--- config.mk ---
export PLATFORM = sky130hd
export DESIGN_NAME = indexed_stack_engine_unit
export DESIGN_NICKNAME = d
export VERILOG_FILES = /design/src/ise_pkg.sv /design/src/indexed_stack_engine_unit.sv /design/src/ise_front.sv /design/src/ise_queue.sv /design/src/ise_back.sv
export VERILOG_INCLUDE_DIRS = /design/src /design/src/src
export SDC_FILE = /design/constraint.sdc
export NUM_CORES = 1
export LEC_CHECK = 0
export BUFFER_PORTS_ARGS = -buffer_cell sky130_fd_sc_hd__buf_2
export CAP_MARGIN = 15
export CORE_UTILIZATION = 35
export DETAILED_ROUTE_END_ITERATION = 6
export PLACE_DENSITY_LB_ADDON = 0.12
export SYNTH_ARGS = -nofsm -noshare
export SYNTH_HDL_FRONTEND = slang
export SYNTH_SLANG_ARGS = --single-unit
--- constraint.sdc ---
create_clock -name i_clk -period 4.4 [get_ports i_clk]
set_input_delay 0.22 -clock i_clk [delete_from_list [all_inputs] [get_ports i_clk]]
set_output_delay 0.22 -clock i_clk [all_outputs]
set_load 0.02 [all_outputs]
--- src/assert_macros.svh ---
// assertion macros shared by the stack engine rtl
// no dependencies; included by files that carry concurrent checks
`ifndef ASSERT_MACROS_SVH
`define ASSERT_MACROS_SVH

`ifndef SYNTH

// property must hold at every clock edge outside reset
`define ASSERT_PROP(lbl, clk, rst_n, prop) \
    lbl: assert property (@(posedge clk) disable iff (!(rst_n)) (prop)) \
        else $error("assertion failed");

// expression must never be true outside reset
`define ASSERT_NEVER(lbl, clk, rst_n, expr) \
    lbl: assert property (@(posedge clk) disable iff (!(rst_n)) !(expr)) \
        else $error("forbidden condition seen");

`else

`define ASSERT_PROP(lbl, clk, rst_n, prop)
`define ASSERT_NEVER(lbl, clk, rst_n, expr)

`endif

`endif

--- src/ise_pkg.sv ---
// shared types and codes for the indexed stack engine
// no dependencies; imported by every module of the block
`default_nettype none

package ise_pkg;

    localparam int DATA_W             = 32;
    localparam int POS_W              = 4;
    localparam int CNT_FIELD_W        = 4;
    localparam int DEFAULT_DEPTH      = 8;
    localparam int DEFAULT_WORD_WIDTH = 32;

    localparam logic [1:0] CMD_PUSH   = 2'd0;
    localparam logic [1:0] CMD_POP    = 2'd1;
    localparam logic [1:0] CMD_PEEP   = 2'd2;
    localparam logic [1:0] CMD_CHANGE = 2'd3;

    localparam logic [1:0] ST_OK        = 2'd0;
    localparam logic [1:0] ST_OVERFLOW  = 2'd1;
    localparam logic [1:0] ST_UNDERFLOW = 2'd2;
    localparam logic [1:0] ST_BADPOS    = 2'd3;

    // store access the back end performs for one command
    localparam logic [1:0] OP_NONE  = 2'd0;
    localparam logic [1:0] OP_WRITE = 2'd1;
    localparam logic [1:0] OP_READ  = 2'd2;

    typedef struct packed {
        logic [1:0]               cmd;
        logic signed [DATA_W-1:0] value;
        logic [POS_W-1:0]         position;
    } t_in_item;

    typedef struct packed {
        logic signed [DATA_W-1:0] read_data;
        logic [1:0]               status;
        logic [CNT_FIELD_W-1:0]   count;
    } t_out_item;

    // classified command handed from front to back
    typedef struct packed {
        logic [1:0]             op;
        logic [1:0]             status;
        logic [CNT_FIELD_W-1:0] count;
    } t_cmd_ctl;

endpackage

`default_nettype wire

--- src/indexed_stack_engine_unit.sv ---
// indexed stack engine: one command in, one result out, one command per cycle sustained
// while the output is not stalled. a command enters the queue on its input transfer and
// leaves it when the result register is free; its result is held there until taken.
// the back end issues one store access per cycle while the result register is free.
// reset (synchronous, active low) empties the stack, the queue and the result register;
// the word store itself is not cleared and only entries written by push are ever read.
`default_nettype none
`include "assert_macros.svh"

module indexed_stack_engine_unit #(
    parameter int DEPTH      = ise_pkg::DEFAULT_DEPTH,
    parameter int WORD_WIDTH = ise_pkg::DEFAULT_WORD_WIDTH
) (
    input  logic               i_clk,
    input  logic               i_rst_n,
    input  logic               i_in_valid,
    output logic               o_in_stall,
    input  ise_pkg::t_in_item  i_in_item,
    output logic               o_out_valid,
    input  logic               i_out_stall,
    output ise_pkg::t_out_item o_out_item
);
    import ise_pkg::*;

    localparam int IDX_W = $clog2(DEPTH);
    localparam int Q_W   = $bits(t_cmd_ctl) + IDX_W + DATA_W;
    localparam logic [CNT_FIELD_W-1:0] FULL_FIELD = CNT_FIELD_W'(DEPTH % 16);

    logic                     q_push;
    logic                     q_pop;
    logic                     q_full;
    logic                     q_empty;
    logic [Q_W-1:0]           q_din;
    logic [Q_W-1:0]           q_dout;
    t_cmd_ctl                 f_ctl;
    logic [IDX_W-1:0]         f_idx;
    logic signed [DATA_W-1:0] f_value;
    t_cmd_ctl                 b_ctl;
    logic [IDX_W-1:0]         b_idx;
    logic signed [DATA_W-1:0] b_value;
    logic                     ovf_shown;
    logic                     udf_shown;
    logic                     udf_fields_ok;

    ise_front #(
        .DEPTH(DEPTH)
    ) u_front (
        .i_clk      (i_clk),
        .i_rst_n    (i_rst_n),
        .i_in_valid (i_in_valid),
        .o_in_stall (o_in_stall),
        .i_in_item  (i_in_item),
        .i_q_full   (q_full),
        .o_q_push   (q_push),
        .o_q_ctl    (f_ctl),
        .o_q_idx    (f_idx),
        .o_q_value  (f_value)
    );

    assign q_din = {f_ctl, f_idx, f_value};

    ise_queue #(
        .WIDTH(Q_W)
    ) u_queue (
        .i_clk   (i_clk),
        .i_rst_n (i_rst_n),
        .i_push  (q_push),
        .i_din   (q_din),
        .o_full  (q_full),
        .i_pop   (q_pop),
        .o_dout  (q_dout),
        .o_empty (q_empty)
    );

    assign {b_ctl, b_idx, b_value} = q_dout;

    ise_back #(
        .DEPTH      (DEPTH),
        .WORD_WIDTH (WORD_WIDTH)
    ) u_back (
        .i_clk       (i_clk),
        .i_rst_n     (i_rst_n),
        .i_q_empty   (q_empty),
        .o_q_pop     (q_pop),
        .i_q_ctl     (b_ctl),
        .i_q_idx     (b_idx),
        .i_q_value   (b_value),
        .o_out_valid (o_out_valid),
        .i_out_stall (i_out_stall),
        .o_out_item  (o_out_item)
    );

    assign ovf_shown     = o_out_valid && (o_out_item.status == ST_OVERFLOW);
    assign udf_shown     = o_out_valid && (o_out_item.status == ST_UNDERFLOW);
    assign udf_fields_ok = (o_out_item.count == '0) && (o_out_item.read_data == '1);

    // queue never written when full nor drained when empty
    `ASSERT_NEVER(a_push_full, i_clk, i_rst_n, q_push && q_full)
    `ASSERT_NEVER(a_pop_empty, i_clk, i_rst_n, q_pop && q_empty)
    // overflow only reported with a full stack
    `ASSERT_PROP(a_ovf_count, i_clk, i_rst_n, ovf_shown |-> (o_out_item.count == FULL_FIELD))
    // underflow leaves an empty stack and reads back all ones
    `ASSERT_PROP(a_udf_result, i_clk, i_rst_n, udf_shown |-> udf_fields_ok)

endmodule

`default_nettype wire

--- src/ise_front.sv ---
// front end: accepts commands, owns the held count, classifies each command
// depends on ise_pkg
`default_nettype none

module ise_front #(
    parameter int DEPTH = ise_pkg::DEFAULT_DEPTH
) (
    input  logic                          i_clk,
    input  logic                          i_rst_n,
    input  logic                          i_in_valid,
    output logic                          o_in_stall,
    input  ise_pkg::t_in_item             i_in_item,
    input  logic                          i_q_full,
    output logic                          o_q_push,
    output ise_pkg::t_cmd_ctl             o_q_ctl,
    output logic [$clog2(DEPTH)-1:0]      o_q_idx,
    output logic signed [ise_pkg::DATA_W-1:0] o_q_value
);
    import ise_pkg::*;

    localparam int IDX_W = $clog2(DEPTH);
    localparam int CNT_W = $clog2(DEPTH + 1);
    localparam int CMP_W = (CNT_W > POS_W) ? CNT_W : POS_W;

    logic [CNT_W-1:0] r_count;
    logic [CNT_W-1:0] n_count;
    logic             accept;
    logic [CMP_W-1:0] pos_ext;
    logic [CMP_W-1:0] cnt_ext;
    logic [CMP_W-1:0] depth_diff;
    logic [CMP_W-1:0] n_count_ext;

    assign o_in_stall = i_q_full;
    assign accept     = i_in_valid && !i_q_full;
    assign o_q_push   = accept;
    assign o_q_value  = i_in_item.value;

    assign pos_ext     = CMP_W'(i_in_item.position);
    assign cnt_ext     = CMP_W'(r_count);
    assign depth_diff  = cnt_ext - pos_ext;
    assign n_count_ext = CMP_W'(n_count);

    always_comb begin
        n_count         = r_count;
        o_q_ctl.op      = OP_NONE;
        o_q_ctl.status  = ST_OK;
        o_q_idx         = '0;
        case (i_in_item.cmd)
            CMD_PUSH: begin
                if (r_count == CNT_W'(DEPTH)) begin
                    o_q_ctl.status = ST_OVERFLOW;
                end else begin
                    o_q_ctl.op = OP_WRITE;
                    o_q_idx    = r_count[IDX_W-1:0];
                    n_count    = r_count + 1'b1;
                end
            end
            CMD_POP: begin
                if (r_count == '0) begin
                    o_q_ctl.status = ST_UNDERFLOW;
                end else begin
                    n_count    = r_count - 1'b1;
                    o_q_ctl.op = OP_READ;
                    o_q_idx    = n_count[IDX_W-1:0];
                end
            end
            CMD_PEEP, CMD_CHANGE: begin
                if (pos_ext == '0 || pos_ext > cnt_ext) begin
                    o_q_ctl.status = ST_BADPOS;
                end else begin
                    o_q_ctl.op = (i_in_item.cmd == CMD_PEEP) ? OP_READ : OP_WRITE;
                    o_q_idx    = depth_diff[IDX_W-1:0];
                end
            end
            default: begin
                o_q_ctl.status = ST_OK;
            end
        endcase
        o_q_ctl.count = n_count_ext[CNT_FIELD_W-1:0];
    end

    always_ff @(posedge i_clk) begin
        if (!i_rst_n) begin
            r_count <= '0;
        end else if (accept) begin
            r_count <= n_count;
        end
    end

endmodule

`default_nettype wire

--- src/ise_queue.sv ---
// two-entry queue decoupling the front end from the back end
// depends on ise_pkg only by convention; payload width is a parameter
`default_nettype none

module ise_queue #(
    parameter int WIDTH = 8
) (
    input  logic             i_clk,
    input  logic             i_rst_n,
    input  logic             i_push,
    input  logic [WIDTH-1:0] i_din,
    output logic             o_full,
    input  logic             i_pop,
    output logic [WIDTH-1:0] o_dout,
    output logic             o_empty
);
    import ise_pkg::*;

    localparam int ENTRIES = 2;
    localparam int PTR_W   = $clog2(ENTRIES);
    localparam int OCC_W   = $clog2(ENTRIES + 1);

    logic [WIDTH-1:0] r_slot [ENTRIES];
    logic [PTR_W-1:0] r_wr_ptr;
    logic [PTR_W-1:0] r_rd_ptr;
    logic [OCC_W-1:0] r_occ;

    assign o_full  = (r_occ == OCC_W'(ENTRIES));
    assign o_empty = (r_occ == '0);
    assign o_dout  = r_slot[r_rd_ptr];

    always_ff @(posedge i_clk) begin
        if (i_push) begin
            r_slot[r_wr_ptr] <= i_din;
        end
    end

    always_ff @(posedge i_clk) begin
        if (!i_rst_n) begin
            r_wr_ptr <= '0;
            r_rd_ptr <= '0;
            r_occ    <= '0;
        end else begin
            if (i_push) begin
                r_wr_ptr <= r_wr_ptr + 1'b1;
            end
            if (i_pop) begin
                r_rd_ptr <= r_rd_ptr + 1'b1;
            end
            if (i_push && !i_pop) begin
                r_occ <= r_occ + 1'b1;
            end else if (i_pop && !i_push) begin
                r_occ <= r_occ - 1'b1;
            end
        end
    end

endmodule

`default_nettype wire

--- src/ise_back.sv ---
// back end: word store, store access and the result register
// depends on ise_pkg
`default_nettype none

module ise_back #(
    parameter int DEPTH      = ise_pkg::DEFAULT_DEPTH,
    parameter int WORD_WIDTH = ise_pkg::DEFAULT_WORD_WIDTH
) (
    input  logic                              i_clk,
    input  logic                              i_rst_n,
    input  logic                              i_q_empty,
    output logic                              o_q_pop,
    input  ise_pkg::t_cmd_ctl                 i_q_ctl,
    input  logic [$clog2(DEPTH)-1:0]          i_q_idx,
    input  logic signed [ise_pkg::DATA_W-1:0] i_q_value,
    output logic                              o_out_valid,
    input  logic                              i_out_stall,
    output ise_pkg::t_out_item                o_out_item
);
    import ise_pkg::*;

    logic signed [WORD_WIDTH-1:0] r_store [DEPTH];
    logic signed [WORD_WIDTH-1:0] r_rd_q;
    logic signed [WORD_WIDTH-1:0] wr_word;
    t_cmd_ctl                     r_ctl;
    logic                         r_out_valid;
    logic                         issue;

    assign issue   = !i_q_empty && (!r_out_valid || !i_out_stall);
    assign o_q_pop = issue;
    assign wr_word = WORD_WIDTH'(i_q_value);

    always_ff @(posedge i_clk) begin
        if (issue && i_q_ctl.op == OP_WRITE) begin
            r_store[i_q_idx] <= wr_word;
        end
        if (issue && i_q_ctl.op == OP_READ) begin
            r_rd_q <= r_store[i_q_idx];
        end
        if (issue) begin
            r_ctl <= i_q_ctl;
        end
    end

    always_ff @(posedge i_clk) begin
        if (!i_rst_n) begin
            r_out_valid <= 1'b0;
        end else if (issue) begin
            r_out_valid <= 1'b1;
        end else if (!i_out_stall) begin
            r_out_valid <= 1'b0;
        end
    end

    assign o_out_valid = r_out_valid;

    always_comb begin
        if (r_ctl.op == OP_READ) begin
            o_out_item.read_data = DATA_W'(r_rd_q);
        end else if (r_ctl.status == ST_UNDERFLOW) begin
            o_out_item.read_data = '1;
        end else begin
            o_out_item.read_data = '0;
        end
        o_out_item.status = r_ctl.status;
        o_out_item.count  = r_ctl.count;
    end

endmodule

`default_nettype wire

==> results.rst, run 1 <==
.. list-table::
   :header-rows: 1

   * - Metric
     - Value
   * - Count of routing violations after the opening detailed-route iteration
     - 617
   * - Number of search-and-repair iterations in the first detailed-routing pass
     - 5
   * - All-layer global routing usage
     - 16.3%
   * - Ratio of cells with drive above 1 in the final layout
     - 22.7%
   * - Path class of the lowest-slack min-delay path
     - in2reg
   * - Unrepaired setup endpoints after global routing
     - false
   * - R2R Setup Slk
     - 1.55 ns
   * - Total placed instance area
     - 16600 µm²
   * - Worst rel slew slack
     - 27.7%
   * - Highest-count cells in the layout ignoring fill and taps
     - sky130_fd_sc_hd__edfxtp_1 (382), sky130_fd_sc_hd__nand2_1 (111), sky130_fd_sc_hd__buf_2 (81), sky130_fd_sc_hd__o21ai_0 (50), sky130_fd_sc_hd__inv_1 (46)
   * - Worst Hold Depth
     - 3
   * - Maximum buffer depth of the clock tree
     - 3
   * - Count of H-tree levels built during CTS
     - 2
   * - Total of buffers placed on input and output ports
     - 81
   * - Critical path data required time
     - 4.82 ns
   * - Worst setup SP type
     - flip-flop
   * - Tightest Pin Transition
     - 1.08 ns
   * - Final Instance Area
     - 18300 µm²
   * - Layout area overhead
     - 18.5%
   * - Wire length of the first global-routing pass
     - 53.4 mm
   * - Fin nets
     - 1144
   * - Wire length per cell
     - 20.8 µm
   * - Via count of the first global-routing pass
     - 8577
   * - Skew final
     - 0.0129 ns
   * - Number of cells produced by synthesis
     - 948
   * - Highest attainable clock frequency
     - 351 MHz
   * - HPWL after detailed placement
     - 21.3 mm
   * - Worst Hold Launch
     - i_in_item[37]
   * - Total detailed-routing wirelength
     - 35.5 mm
   * - Primary FF master, synth
     - sky130_fd_sc_hd__edfxtp_1
   * - Gp weighted congestion
     - 0.742
   * - Synthesis warning total
     - 0
   * - Number of design rule violations left after detail routing
     - 0
   * - Worst setup slack after placement
     - 1.49 ns
   * - Terminus of the critical flop-to-flop path
     - u_back.r_rd_q[20]
   * - Period utilization
     - 64.7%
   * - Std-Cell Rows
     - 76
   * - Initial standard-cell utilization of the core
     - 35.7%
   * - Die outline area
     - 45000 µm²
   * - Floorplan die width
     - 212 µm
   * - Leakage power total
     - 6.30 nW
   * - Largest net degree at the start of global routing
     - 40
   * - Library cell used as clock root buffer
     - sky130_fd_sc_hd__clkbuf_16
   * - Clock tree from TritonCTS
     - built
   * - Final Hold Slack
     - 0.226 ns
   * - CTS sink cnt
     - 392
   * - Final Core Density
     - 42.3%
   * - Number of cells traversed by the worst register-to-register path
     - 5
   * - Hold worst-path end
     - u_front.cnt_ext[2]
   * - Y dimension of the die
     - 212 µm
   * - Register bit count reported by yosys
     - 392
   * - Total global routing overflow
     - 0
   * - Remaining number of nets flagged by the antenna check after routing
     - 0
   * - Total setup violations reported at the end of the flow
     - 0
   * - CTS clk-pin slew, worst paths
     - 0.06 ns
   * - # IOs
     - 82
   * - Antenna Diode Count
     - 0
   * - Drt via density
     - 4.95
   * - Number of library cell types mapped by synthesis
     - 58
   * - Vias
     - 8433
   * - Crit path kind
     - reg2reg
   * - Cells resized by post-CTS repair
     - 0
   * - Insertion delay of the later-clocked pin in the worst-skew pair
     - 0.56 ns
   * - Final worst setup slack
     - 1.55 ns
   * - Post-synth ARST share
     - 0%
   * - Pins Over Slew Limit
     - 0
   * - Final hold violation count
     - 0
   * - P per Cell Area
     - 624 nW/µm²
   * - Critical path fanouts, max
     - 36
   * - Cts bufs inserted
     - 44
   * - Placeable core area
     - 43400 µm²
   * - Run status
     - finished, final reports clean
   * - Data arrival, critical path
     - 3.27 ns
   * - Post-synthesis cell area
     - 15500 µm²
   * - Endpoint class of the critical path
     - flip-flop
   * - Initial antenna violation count
     - 0
   * - Mapped Avg Cell Area
     - 16.3 µm²
   * - Max IR drop VDD
     - 0.253 mV
   * - Syn Nets
     - 1003
   * - Sequential share of the synthesized area
     - 75.5%
   * - Period minus WS final
     - 2.85 ns
   * - Number of enable flip-flop cells after synthesis
     - 382
   * - Max cap viols
     - 0
   * - Leading cell type in the layout, fill and taps excluded
     - sky130_fd_sc_hd__edfxtp_1
==> critical path, cell delays in order (launching register included) <==
cell and delay, ns:
sky130_fd_sc_hd__dfxtp_4 0.74, sky130_fd_sc_hd__mux2_4 0.56, sky130_fd_sc_hd__nor2_1 0.90, sky130_fd_sc_hd__a22oi_1 0.13, sky130_fd_sc_hd__o22ai_1 0.23, sky130_fd_sc_hd__a211o_1 0.13
==> state kept, by name, summed over array words and instances (netlist names), named ones only <==
| signal | flops |
|---|---|
| u_back.r_ctl | 2 |
| u_front.cnt_ext | 4 |
| u_queue.r_wr_ptr | 1 |
| u_back.r_store | 256 |
| u_queue.r_slot | 86 |
| u_back.o_out_item | 6 |
| u_queue.r_occ | 2 |
| u_back.o_out_valid | 1 |
| u_queue.r_rd_ptr | 1 |
| u_back.r_rd_q | 32 |
==> layer usage <==
metal	vias up	global-route usage, %	part of all wire [%]
met2	179	26.3	47
met4	0	4.02	1.5
met3	42	3.18	4.3
met1	4275	22.7	47
met5	-	0	0
li1	3937	-	-
==> report_power, final <==
part           internal (mW)  switching [mW]  total [mW]
combinational           1.01            2.02        3.03
clock                   2.04            1.40        3.45
sequential              4.79           0.175        4.97
total                   7.85            3.60        11.4
==> logic make-up (layout without fill, tap and decap cells) <==
group | after synthesis | in the layout | synth area share [%]
fa+ha+maj | 13 | 13 | 1.10
mux | 74 | 74 | 7.14
flops | 392 | 392 | 75.5
simple gates | 175 | 175 | 4.84
compound gates | 191 | 191 | 8.03
buf+inv | 98 | 268 | 3.14
xor+xnor | 5 | 5 | 0.283
==> cells in the mapped netlist, drive strengths merged, types with 4 or more instances <==
library cell	n	area share (%)
edfxtp	382	74
o22ai	8	0.32
nor2b	4	0.16
nor2	30	0.81
buf	38	1.7
a211oi	12	0.58
xor2	4	0.23
clkbuf	14	0.34
a22o	6	0.34
o221ai	5	0.28
mux4	22	3.2
mux2	42	3.1
ha	12	0.97
nor3	8	0.29
mux2i	10	0.81
dfxtp	10	1.3
a221oi	12	0.68
a22oi	24	1.2
o21a	6	0.29
inv	46	1.1
nand2b	4	0.16
a21oi	40	1.3
o21ai	56	1.8
nand2	112	2.7
a311oi	4	0.23
a211o	4	0.23
nand3	5	0.16
==> worst max path at each step <==
stage	to	cells past startpoint	start
floorplan	u_back.r_store[6][0]	5	flip-flop
global placement	u_back.r_store[2][13]	4	flip-flop
detailed placement	u_back.r_store[2][3]	4	flip-flop
CTS	u_back.r_store[2][18]	4	flip-flop
global route	u_back.r_store[2][10]	4	flip-flop
finish	u_back.r_rd_q[20]	5	flip-flop
==> final cells by class <==
cell class	instances	area (µm²)
clock buffer	58	1170
clock inverter	17	160
fill	3984	25000
inverter	46	173
multi-input combinational	458	3410
sequential	392	11700
tap	585	732
timing repair buffer	147	1000
==> metrics by stage <==
step                setup TNS, ns  total power, mW  instances
floorplan                  -23.44             7.07        948
global placement                0             8.09       1593
detailed placement              0             8.10       1593
CTS                             0             11.6       1703
global route                    0             12.0       1703
finish                          0             11.4       1703
==> repair_timing <==
action | CTS | global route
hold buffers | 35 | 0
hold endpoints to repair | 68 | 0
buffers inserted | 0 | 0
No activity file was read; power rests on OpenSTA's default activity.
==> inputs of run 2 (changes only) <==
--- a/config.mk
+++ b/config.mk
@@ -6,6 +6,7 @@
 export SDC_FILE = /design/constraint.sdc
 export NUM_CORES = 1
 export LEC_CHECK = 0
+export ABC_AREA = 1
 export BUFFER_PORTS_ARGS = -buffer_cell sky130_fd_sc_hd__buf_2
 export CAP_MARGIN = 15
 export CORE_UTILIZATION = 35
==> constraint.sdc (replaced) <==
create_clock -name i_clk -period 2.7 [get_ports i_clk]
set_input_delay 0.135 -clock i_clk [delete_from_list [all_inputs] [get_ports i_clk]]
set_output_delay 0.135 -clock i_clk [all_outputs]
set_load 0.02 [all_outputs]
==> run 2 against run 1 <==
Non-clock buffer count increased by 16. Register-to-register slack got worse by 1.1 ns. Routed wire length increased by 10%.
==> results.rst, run 2 <==
.. list-table::
   :header-rows: 1

   * - Metric
     - Value
   * - Post-synthesis share of cell area spent on xor and xnor gates
     - 0.163% (-0.12 points)
   * - Worst Hold Launch
     - i_in_item[37]
   * - Die outline area
     - 47000 µm² (+4.4%)
   * - Post-synthesis cell area
     - 16200 µm² (+4.5%)
   * - Sequential share of the synthesized area
     - 72.2% (-3.2 points)
   * - Setup tns final
     - 0 ns (unchanged)
   * - Skew final
     - 0.0161 ns (+0.00318 ns)
   * - Worst path top cell family by delay
     - simple AND/OR/NAND/NOR gates
   * - Worst setup SP type
     - flip-flop
   * - Wire length of the first global-routing pass
     - 60.0 mm (+12%)
   * - Y dimension of the die
     - 217 µm (+2.2%)
   * - Synthesis warning total
     - 0 (unchanged)
   * - Total global routing overflow
     - 0 (unchanged)
   * - HPWL after detailed placement
     - 24.7 mm (+16%)
   * - Unrepaired setup endpoints after global routing
     - false
   * - Slowest CP cell
     - sky130_fd_sc_hd__nor2_4
   * - P per Cell Area
     - 1110 nW/µm² (+78%)
   * - Count of routing violations after the opening detailed-route iteration
     - 500 (-19%)
   * - Portion of synthesized cell area occupied by the leading cell type
     - 71.0% (-3.2 points)
   * - Number of search-and-repair iterations in the first detailed-routing pass
     - 4 (-1)
   * - Hold worst-path end
     - u_front.cnt_ext[3]
   * - # fillers
     - 4385 (+10%)
   * - Pins Over Slew Limit
     - 0 (unchanged)
   * - Via count of the first global-routing pass
     - 10100 (+18%)
   * - Tightest Pin Transition
     - 1.01 ns (-0.0709 ns)
   * - Worst rel slew slack
     - 32.5% (+4.8 points)
   * - Most instantiated cells after synthesis
     - sky130_fd_sc_hd__nand2_1 (855), sky130_fd_sc_hd__edfxtp_1 (382), sky130_fd_sc_hd__nand3_1 (55), sky130_fd_sc_hd__clkbuf_1 (36), sky130_fd_sc_hd__inv_1 (25)
   * - Fin nets
     - 1676 (+47%)
   * - Largest family of logic cells by synthesized area
     - simple AND/OR/NAND/NOR gates
   * - Count of H-tree levels built during CTS
     - 2 (unchanged)
   * - Register bit count reported by yosys
     - 392 (unchanged)
   * - Total detailed-routing wirelength
     - 39.1 mm (+10%)
   * - Total of buffers placed on input and output ports
     - 81 (unchanged)
   * - Placeable core area
     - 45500 µm² (+4.9%)
   * - Synth Area in Compound Gates
     - 1.12% (-6.9 points)
   * - Insertion delay of the later-clocked pin in the worst-skew pair
     - 0.57 ns (about the same)
   * - Register with the highest flop count
     - u_back.r_store
   * - Highest-count cells in the layout ignoring fill and taps
     - sky130_fd_sc_hd__nand2_1 (855), sky130_fd_sc_hd__edfxtp_1 (382), sky130_fd_sc_hd__buf_2 (81), sky130_fd_sc_hd__nand3_1 (55), sky130_fd_sc_hd__clkbuf_16 (45)
   * - Largest net degree at the start of global routing
     - 79 (+98%)
   * - Critical path fanouts, max
     - 32 (-11%)
   * - Cell accounting for the most synthesized area
     - sky130_fd_sc_hd__edfxtp_1
   * - Worst Hold Depth
     - 5 (+2)
   * - Run status
     - finished, final reports clean
   * - Mux share of post-synthesis cell area
     - 0% (-7.1 points)
   * - Largest registers
     - u_back.r_store x256, u_queue.r_slot x86, u_back.r_rd_q x32
   * - Vias
     - 10300 (+22%)
   * - Initial standard-cell utilization of the core
     - 35.5% (-0.14 points)
   * - Floorplan die width
     - 217 µm (+2.2%)
   * - Number of design rule violations left after detail routing
     - 0 (unchanged)
   * - Clock tree from TritonCTS
     - built
   * - Critical path data required time
     - 2.95 ns (-1.87 ns)
   * - Most common cell in the synthesized netlist
     - sky130_fd_sc_hd__nand2_1
   * - Remaining number of nets flagged by the antenna check after routing
     - 0 (unchanged)
   * - Number of cells traversed by the worst register-to-register path
     - 3 (-2)
   * - Cts bufs inserted
     - 44 (unchanged)
   * - Mapped Avg Cell Area
     - 10.9 µm² (-33%)
   * - Highest attainable clock frequency
     - 449 MHz (+28%)
   * - Syn Nets
     - 1542 (+54%)
   * - Startpoint of the worst register-to-register path
     - u_queue.r_occ[0]
   * - Maximum buffer depth of the clock tree
     - 3 (unchanged)
   * - Ratio of cells with drive above 1 in the final layout
     - 13.0% (-9.8 points)
   * - Post-synth ARST share
     - 0% (unchanged)
   * - Synth Area in Adders
     - 1.05% (-0.047 points)
   * - All-layer global routing usage
     - 17.0% (+0.73 points)
   * - Number of library cell types mapped by synthesis
     - 28 (-52%)
   * - Gp weighted congestion
     - 0.772 (+4.1%)
   * - Count of buffer and inverter cells on the critical path
     - 1 (+1)
   * - R2R Setup Slk
     - 0.47 ns (-1.08 ns)
   * - Max IR drop VDD
     - 0.562 mV (+120%)
   * - Crit path kind
     - reg2reg
   * - Number of cells produced by synthesis
     - 1487 (+57%)
   * - Flip-flop count of the largest register, all copies and words added
     - 256 (unchanged)
   * - Final Core Density
     - 42.2% (-0.063 points)
   * - Wire length per cell
     - 17.4 µm (-17%)
   * - Endpoint class of the critical path
     - flip-flop
   * - Initial antenna violation count
     - 0 (unchanged)
   * - Antenna Diode Count
     - 0 (unchanged)
   * - Final hold violation count
     - 0 (unchanged)
   * - Synth area leaders
     - sky130_fd_sc_hd__edfxtp_1 (71%), sky130_fd_sc_hd__nand2_1 (20%), sky130_fd_sc_hd__nand3_1 (1.7%), sky130_fd_sc_hd__dfxtp_1 (1.2%), sky130_fd_sc_hd__ha_1 (0.93%)
   * - Leading cell type in the layout, fill and taps excluded
     - sky130_fd_sc_hd__nand2_1
   * - Drt via density
     - 4.56 (-8.0%)
   * - Terminus of the critical flop-to-flop path
     - u_queue.r_slot[1][28]
   * - Max cap viols
     - 0 (unchanged)
   * - Number of enable flip-flop cells after synthesis
     - 382 (unchanged)
   * - Crit-path cells
     - o21ai_1 -> nor2_4 -> buf_4
   * - Primary FF master, synth
     - sky130_fd_sc_hd__edfxtp_1
   * - CTS clk-pin slew, worst paths
     - 0.06 ns (about the same)
   * - Period utilization
     - 82.4% (+18 points)
   * - # IOs
     - 82 (unchanged)
   * - Std-Cell Rows
     - 78 (+2.6%)
   * - Period minus WS final
     - 2.23 ns (-0.620 ns)
   * - Layout area overhead
     - 18.8%
   * - Simple-gate area share of the yosys netlist
     - 22.5% (+18 points)
   * - Library cell used as clock root buffer
     - sky130_fd_sc_hd__clkbuf_16
   * - CTS sink cnt
     - 392 (unchanged)
   * - Path class of the lowest-slack min-delay path
     - in2reg
   * - Leakage power total
     - 7.97 nW (+27%)
   * - Delay of the slowest cell on the worst path
     - 0.86 ns (-0.04 ns)
   * - Final Hold Slack
     - 0.0758 ns (-0.150 ns)
   * - Data arrival, critical path
     - 2.48 ns (-0.79 ns)
   * - Total setup violations reported at the end of the flow
     - 0 (unchanged)
## run 2: kinds of logic after synthesis
logic type | count (synthesis)
XOR/XNOR | 3
buffers and inverters | 104
flip-flops | 392
AND/OR/NAND/NOR | 943
adder cells (fa/ha/maj) | 13
AO/OA/AOI/OAI | 32
## run 2: layout make-up
class / instances / area (µm²) / area share [%]
clock inverter: 29 / 223 / 1.16
clock buffer: 48 / 1140 / 5.93
tap: 600 / 751 / 3.91
sequential: 392 / 11700 / 60.8
timing repair buffer: 163 / 1180 / 6.16
inverter: 29 / 110 / 0.574
multi-input combinational: 991 / 4120 / 21.4
## run 2: worst max-delay path by stage
stage	from	to	slack, ns	depth (start not counted)
finish	u_queue.r_occ[0]	u_queue.r_slot[1][28]	0.47	3
global route	u_queue.r_occ[0]	u_queue.r_slot[1][28]	0.24	3
CTS	u_queue.r_occ[0]	u_queue.r_slot[1][24]	0.40	3
detailed placement	u_queue.r_occ[0]	u_queue.r_slot[1][39]	0.41	3
global placement	u_queue.r_occ[0]	u_queue.r_slot[1][39]	0.43	3
floorplan	u_back.o_out_valid	u_back.r_store[0][0]	-0.31	5
## run 2: timing repair
| item | 4_1_cts | 5_1_grt |
|---|---|---|
| hold endpoints to repair | 72 | 0 |
| setup endpoints to repair | 0 | 0 |
| setup buffers | 0 | 0 |
| resized for setup | 0 | 0 |
| hold buffers | 34 | 0 |
## run 2: layer usage
| layer | global-route usage [%] | wire, µm | vias up |
|---|---|---|---|
| met5 | 0 | 0 | - |
| met4 | 4.41 | 740 | 0 |
| met3 | 3.14 | 1410 | 51 |
| met2 | 28.7 | 19100 | 160 |
| met1 | 22.6 | 17900 | 4886 |
| li1 | - | - | 5163 |
## run 2: worst min-delay path, stage by stage
cell and delay (ns):
sky130_fd_sc_hd__buf_2 0.17, sky130_fd_sc_hd__nand2_1 0.10, sky130_fd_sc_hd__nand4_1 0.09, sky130_fd_sc_hd__nand2_1 0.06, sky130_fd_sc_hd__inv_1 0.03
## run 2: where the power goes
group	total [mW]	internal, mW	switching (mW)
clock	5.67	3.31	2.36
sequential	8.32	8.13	0.185
combinational	7.28	1.89	5.39
## run 2: metrics by stage
stage / total power, mW / setup WS (ns) / cells / area (µm²)
6_report: 21.3 / 0.474 / 2252 / 19200
5_1_grt: 22.6 / 0.235 / 2252 / 19200
4_1_cts: 21.7 / 0.402 / 2252 / 19200
3_5_place_dp: 15.9 / 0.406 / 2141 / 17500
3_3_place_gp: 15.9 / 0.431 / 2141 / 17500
2_1_floorplan: 13.1 / -0.308 / 1487 / 16200
==> inputs of run 3 (changes only) <==
--- a/config.mk
+++ b/config.mk
@@ -6,7 +6,7 @@
 export SDC_FILE = /design/constraint.sdc
 export NUM_CORES = 1
 export LEC_CHECK = 0
-export ABC_AREA = 1
+export ABC_AREA = 0
 export BUFFER_PORTS_ARGS = -buffer_cell sky130_fd_sc_hd__buf_2
 export CAP_MARGIN = 15
 export CORE_UTILIZATION = 35
==> constraint.sdc (replaced) <==
create_clock -name i_clk -period 2.2 [get_ports i_clk]
set_input_delay 0.11 -clock i_clk [delete_from_list [all_inputs] [get_ports i_clk]]
set_output_delay 0.11 -clock i_clk [all_outputs]
set_load 0.02 [all_outputs]
==> run 3 against run 2 <==
Final area is 0.95% lower. Setup slack worse by 0.34 ns. Combinational power is 3% lower. Flip-flop and latch count stayed put. Cell count is 22% lower. Total power is 12% higher. Critical path type unchanged. Largest cell class unchanged. Largest power group unchanged.
==> results.rst, run 3 (synthesis gave the netlist of run 1 again) <==
.. list-table::
   :header-rows: 1

   * - Metric
     - Value
   * - Run status
     - finished, final reports clean
   * - Clk network pwr share
     - 28.9% (+2.2 points)
   * - Final Instance Area
     - 19000 µm² (-0.95%)
   * - Finished Layout Cells
     - 1752 (-22%)
   * - Drt via density
     - 4.89 (+7.4%)
   * - Library cell used as clock root buffer
     - sky130_fd_sc_hd__clkbuf_16
   * - Max cap viols
     - 0 (unchanged)
   * - Remaining number of nets flagged by the antenna check after routing
     - 0 (unchanged)
   * - Tightest Pin Transition
     - 0.609 ns (-0.401 ns)
   * - Final worst setup slack
     - 0.131 ns (-0.343 ns)
   * - Final Core Density
     - 43.8% (+1.6 points)
   * - Die outline area
     - 45000 µm² (-4.3%)
   * - Initial antenna violation count
     - 0 (unchanged)
   * - # fillers
     - 3992 (-9.0%)
   * - Critical path data required time
     - 2.47 ns (-0.48 ns)
   * - Skew final
     - 0.0211 ns (+0.00496 ns)
   * - Count of buffer and inverter cells on the critical path
     - 2 (+1)
   * - Vias
     - 8574 (-16%)
   * - All-layer global routing usage
     - 16.4% (-0.60 points)
   * - Highest attainable clock frequency
     - 483 MHz (+7.6%)
   * - Leakage power total
     - 6.64 nW (-17%)
   * - Worst rel slew slack
     - 59.4% (+27 points)
   * - Total global routing overflow
     - 0 (unchanged)
   * - Total setup violations reported at the end of the flow
     - 0 (unchanged)
   * - Total placed instance area
     - 17200 µm² (-1.4%)
   * - Period utilization
     - 94.0% (+12 points)
   * - Total net switching power
     - 7.48 mW (-5.7%)
   * - Worst setup slack after placement
     - -0.135 ns (-0.541 ns)
   * - Wire length per cell
     - 20.3 µm (+17%)
   * - Gp weighted congestion
     - 0.765 (-0.86%)
   * - # IOs
     - 82 (unchanged)
   * - Pins Over Slew Limit
     - 0 (unchanged)
   * - Period minus WS final
     - 2.07 ns (-0.157 ns)
   * - Count of H-tree levels built during CTS
     - 2 (unchanged)
   * - Slowest CP cell
     - sky130_fd_sc_hd__a22oi_1
   * - Std-Cell Rows
     - 76 (-2.6%)
   * - Clock tree from TritonCTS
     - built
   * - Initial standard-cell utilization of the core
     - 35.7% (+0.14 points)
   * - Flip-flop count of the largest register, all copies and words added
     - 256 (unchanged)
   * - Antenna Diode Count
     - 0 (unchanged)
   * - Maximum buffer depth of the clock tree
     - 3 (unchanged)
   * - Hold worst-path end
     - u_queue.r_slot[0][41]
   * - Path class of the lowest-slack min-delay path
     - in2reg
   * - Layout area overhead
     - 22.9%
   * - Total power
     - 23.8 mW (+12%)
   * - Ratio of cells with drive above 1 in the final layout
     - 26.9% (+14 points)
   * - Floorplan die width
     - 212 µm (-2.1%)
   * - Endpoint class of the critical path
     - flip-flop
   * - CTS clk-pin slew, worst paths
     - 0.06 ns (about the same)
   * - Placed Cells
     - 1635 (-24%)
   * - Highest-count cells in the layout ignoring fill and taps
     - sky130_fd_sc_hd__edfxtp_1 (382), sky130_fd_sc_hd__nand2_1 (111), sky130_fd_sc_hd__buf_2 (81), sky130_fd_sc_hd__buf_4 (62), sky130_fd_sc_hd__o21ai_0 (49)
   * - Crit path kind
     - reg2reg
   * - Count of routing violations after the opening detailed-route iteration
     - 456 (-8.8%)
   * - Insertion delay of the later-clocked pin in the worst-skew pair
     - 0.56 ns (about the same)
   * - P per Cell Area
     - 1250 nW/µm² (+13%)
   * - Leading cell type in the layout, fill and taps excluded
     - sky130_fd_sc_hd__edfxtp_1
   * - Worst Hold Depth
     - 4 (-1)
   * - Cts bufs inserted
     - 43 (-2.3%)
   * - Fin nets
     - 1193 (-29%)
   * - Number of design rule violations left after detail routing
     - 0 (unchanged)
   * - HPWL after detailed placement
     - 21.9 mm (-11%)
   * - Unrepaired setup endpoints after global routing
     - true
   * - Number of search-and-repair iterations in the first detailed-routing pass
     - 5 (+1)
   * - Max IR drop VDD
     - 0.551 mV (-2.0%)
   * - Placeable core area
     - 43400 µm² (-4.7%)
   * - Wire length of the first global-routing pass
     - 54.3 mm (-9.5%)
   * - Total detailed-routing wirelength
     - 35.6 mm (-8.9%)
   * - Final Hold Slack
     - 0.137 ns (+0.0608 ns)
   * - Delay of the slowest cell on the worst path
     - 0.53 ns (-0.33 ns)
   * - Crit-path cells
     - buf_4 -> nor2b_1 -> a22oi_1 -> buf_4 -> a21oi_1 -> nor2_1 -> o221ai_1
   * - Worst setup SP type
     - flip-flop
   * - Data arrival, critical path
     - 2.34 ns (-0.14 ns)
   * - Y dimension of the die
     - 212 µm (-2.1%)
   * - Largest net degree at the start of global routing
     - 44 (-44%)
   * - Total of buffers placed on input and output ports
     - 81 (unchanged)
   * - Worst Hold Launch
     - i_in_item[37]
   * - Register with the highest flop count
     - u_back.r_store
   * - Internal cell power
     - 16.3 mW (+22%)
   * - Combinational cell fraction of total power
     - 29.8% (-4.4 points)
   * - Switching share of power
     - 31.5% (-5.8 points)
   * - Cell repeated most along the worst path
     - sky130_fd_sc_hd__buf_4
   * - Setup tns final
     - 0 ns (unchanged)
   * - Flop pwr share
     - 41.3% (+2.2 points)
   * - CTS sink cnt
     - 392 (unchanged)
   * - Worst path top cell family by delay
     - compound AO/OA/AOI/OAI gates
   * - Critical path fanouts, max
     - 9 (-72%)
   * - Terminus of the critical flop-to-flop path
     - u_back.r_rd_q[2]
   * - R2R Setup Slk
     - 0.13 ns (-0.34 ns)
   * - Largest registers
     - u_back.r_store x256, u_queue.r_slot x86, u_back.r_rd_q x32
   * - Final hold violation count
     - 0 (unchanged)
   * - Number of cells traversed by the worst register-to-register path
     - 7 (+4)
   * - Via count of the first global-routing pass
     - 8682 (-14%)
## run 3: changes by cell type in the layout (fill, tap and decap cells not counted), sizes merged, moves of 7 or more
cell    before  now
mux2i        0   10
nand2      856  112
nor3         1    8
mux4         0   22
a221oi       0   12
mux2         0   42
a22oi        0   24
buf        129  162
inv         28   47
nand3       55    5
o22ai        0    8
a211oi       1   12
o21ai       16   56
a21oi       11   40
## run 3: how the worst max path moves through the flow
stage,startpoint,end,slack [ns],depth (start not counted)
after CTS,u_front.cnt_ext[1],u_front.cnt_ext[0],0.04,10
after floorplan,flip-flop,u_back.r_store[3][0],-0.54,5
after global routing,u_front.cnt_ext[0],u_front.cnt_ext[0],-0.005,10
after global placement,flip-flop,u_back.r_store[0][5],-0.07,4
after detailed placement,flip-flop,u_back.r_store[0][9],-0.13,4
final,flip-flop,u_back.r_rd_q[2],0.13,7
## run 3: worst reg2reg max path, cell delays in order (launching register included)
cell                       delay, ns
sky130_fd_sc_hd__dfxtp_4        0.38
sky130_fd_sc_hd__buf_4          0.18
sky130_fd_sc_hd__nor2b_1        0.14
sky130_fd_sc_hd__a22oi_1        0.53
sky130_fd_sc_hd__buf_4          0.24
sky130_fd_sc_hd__a21oi_1        0.04
sky130_fd_sc_hd__nor2_1         0.13
sky130_fd_sc_hd__o221ai_1       0.16
## run 3: power groups by stage
stage | Combinational [mW] | Clock, mW | Sequential, mW
3_3_place_gp | 6.99 | 0 | 9.98
4_1_cts | 7.15 | 7.06 | 9.84
2_1_floorplan | 4.49 | 0 | 9.88
6_report | 7.08 | 6.87 | 9.81
5_1_grt | 7.77 | 7.37 | 9.87
3_5_place_dp | 7.02 | 0 | 9.99
## run 3: cell type report
cell class	count	area, µm²	share of cell area (%)
Tap cell	585	732	3.85
Inverter	46	173	0.908
Timing Repair Buffer	197	1600	8.43
Clock inverter	21	201	1.06
Multi-Input combinational cell	458	3490	18.4
Sequential cell	392	11700	61.4
Clock buffer	53	1130	5.97
## run 3: layer usage
metal / vias to the layer above / track usage (%) / routed length [µm]
li1: 4041 / - / -
met1: 4323 / 23.6 / 17100
met2: 165 / 25.9 / 16500
met3: 45 / 2.91 / 1370
met4: 0 / 3.97 / 614
met5: - / 0 / 0
## run 3: what timing repair did
item	in CTS	in global routing
buffers inserted	3	5
hold buffers	35	0
resized for setup	0	3
endpoints found under the hold margin	72	0
setup endpoints to repair	62	45
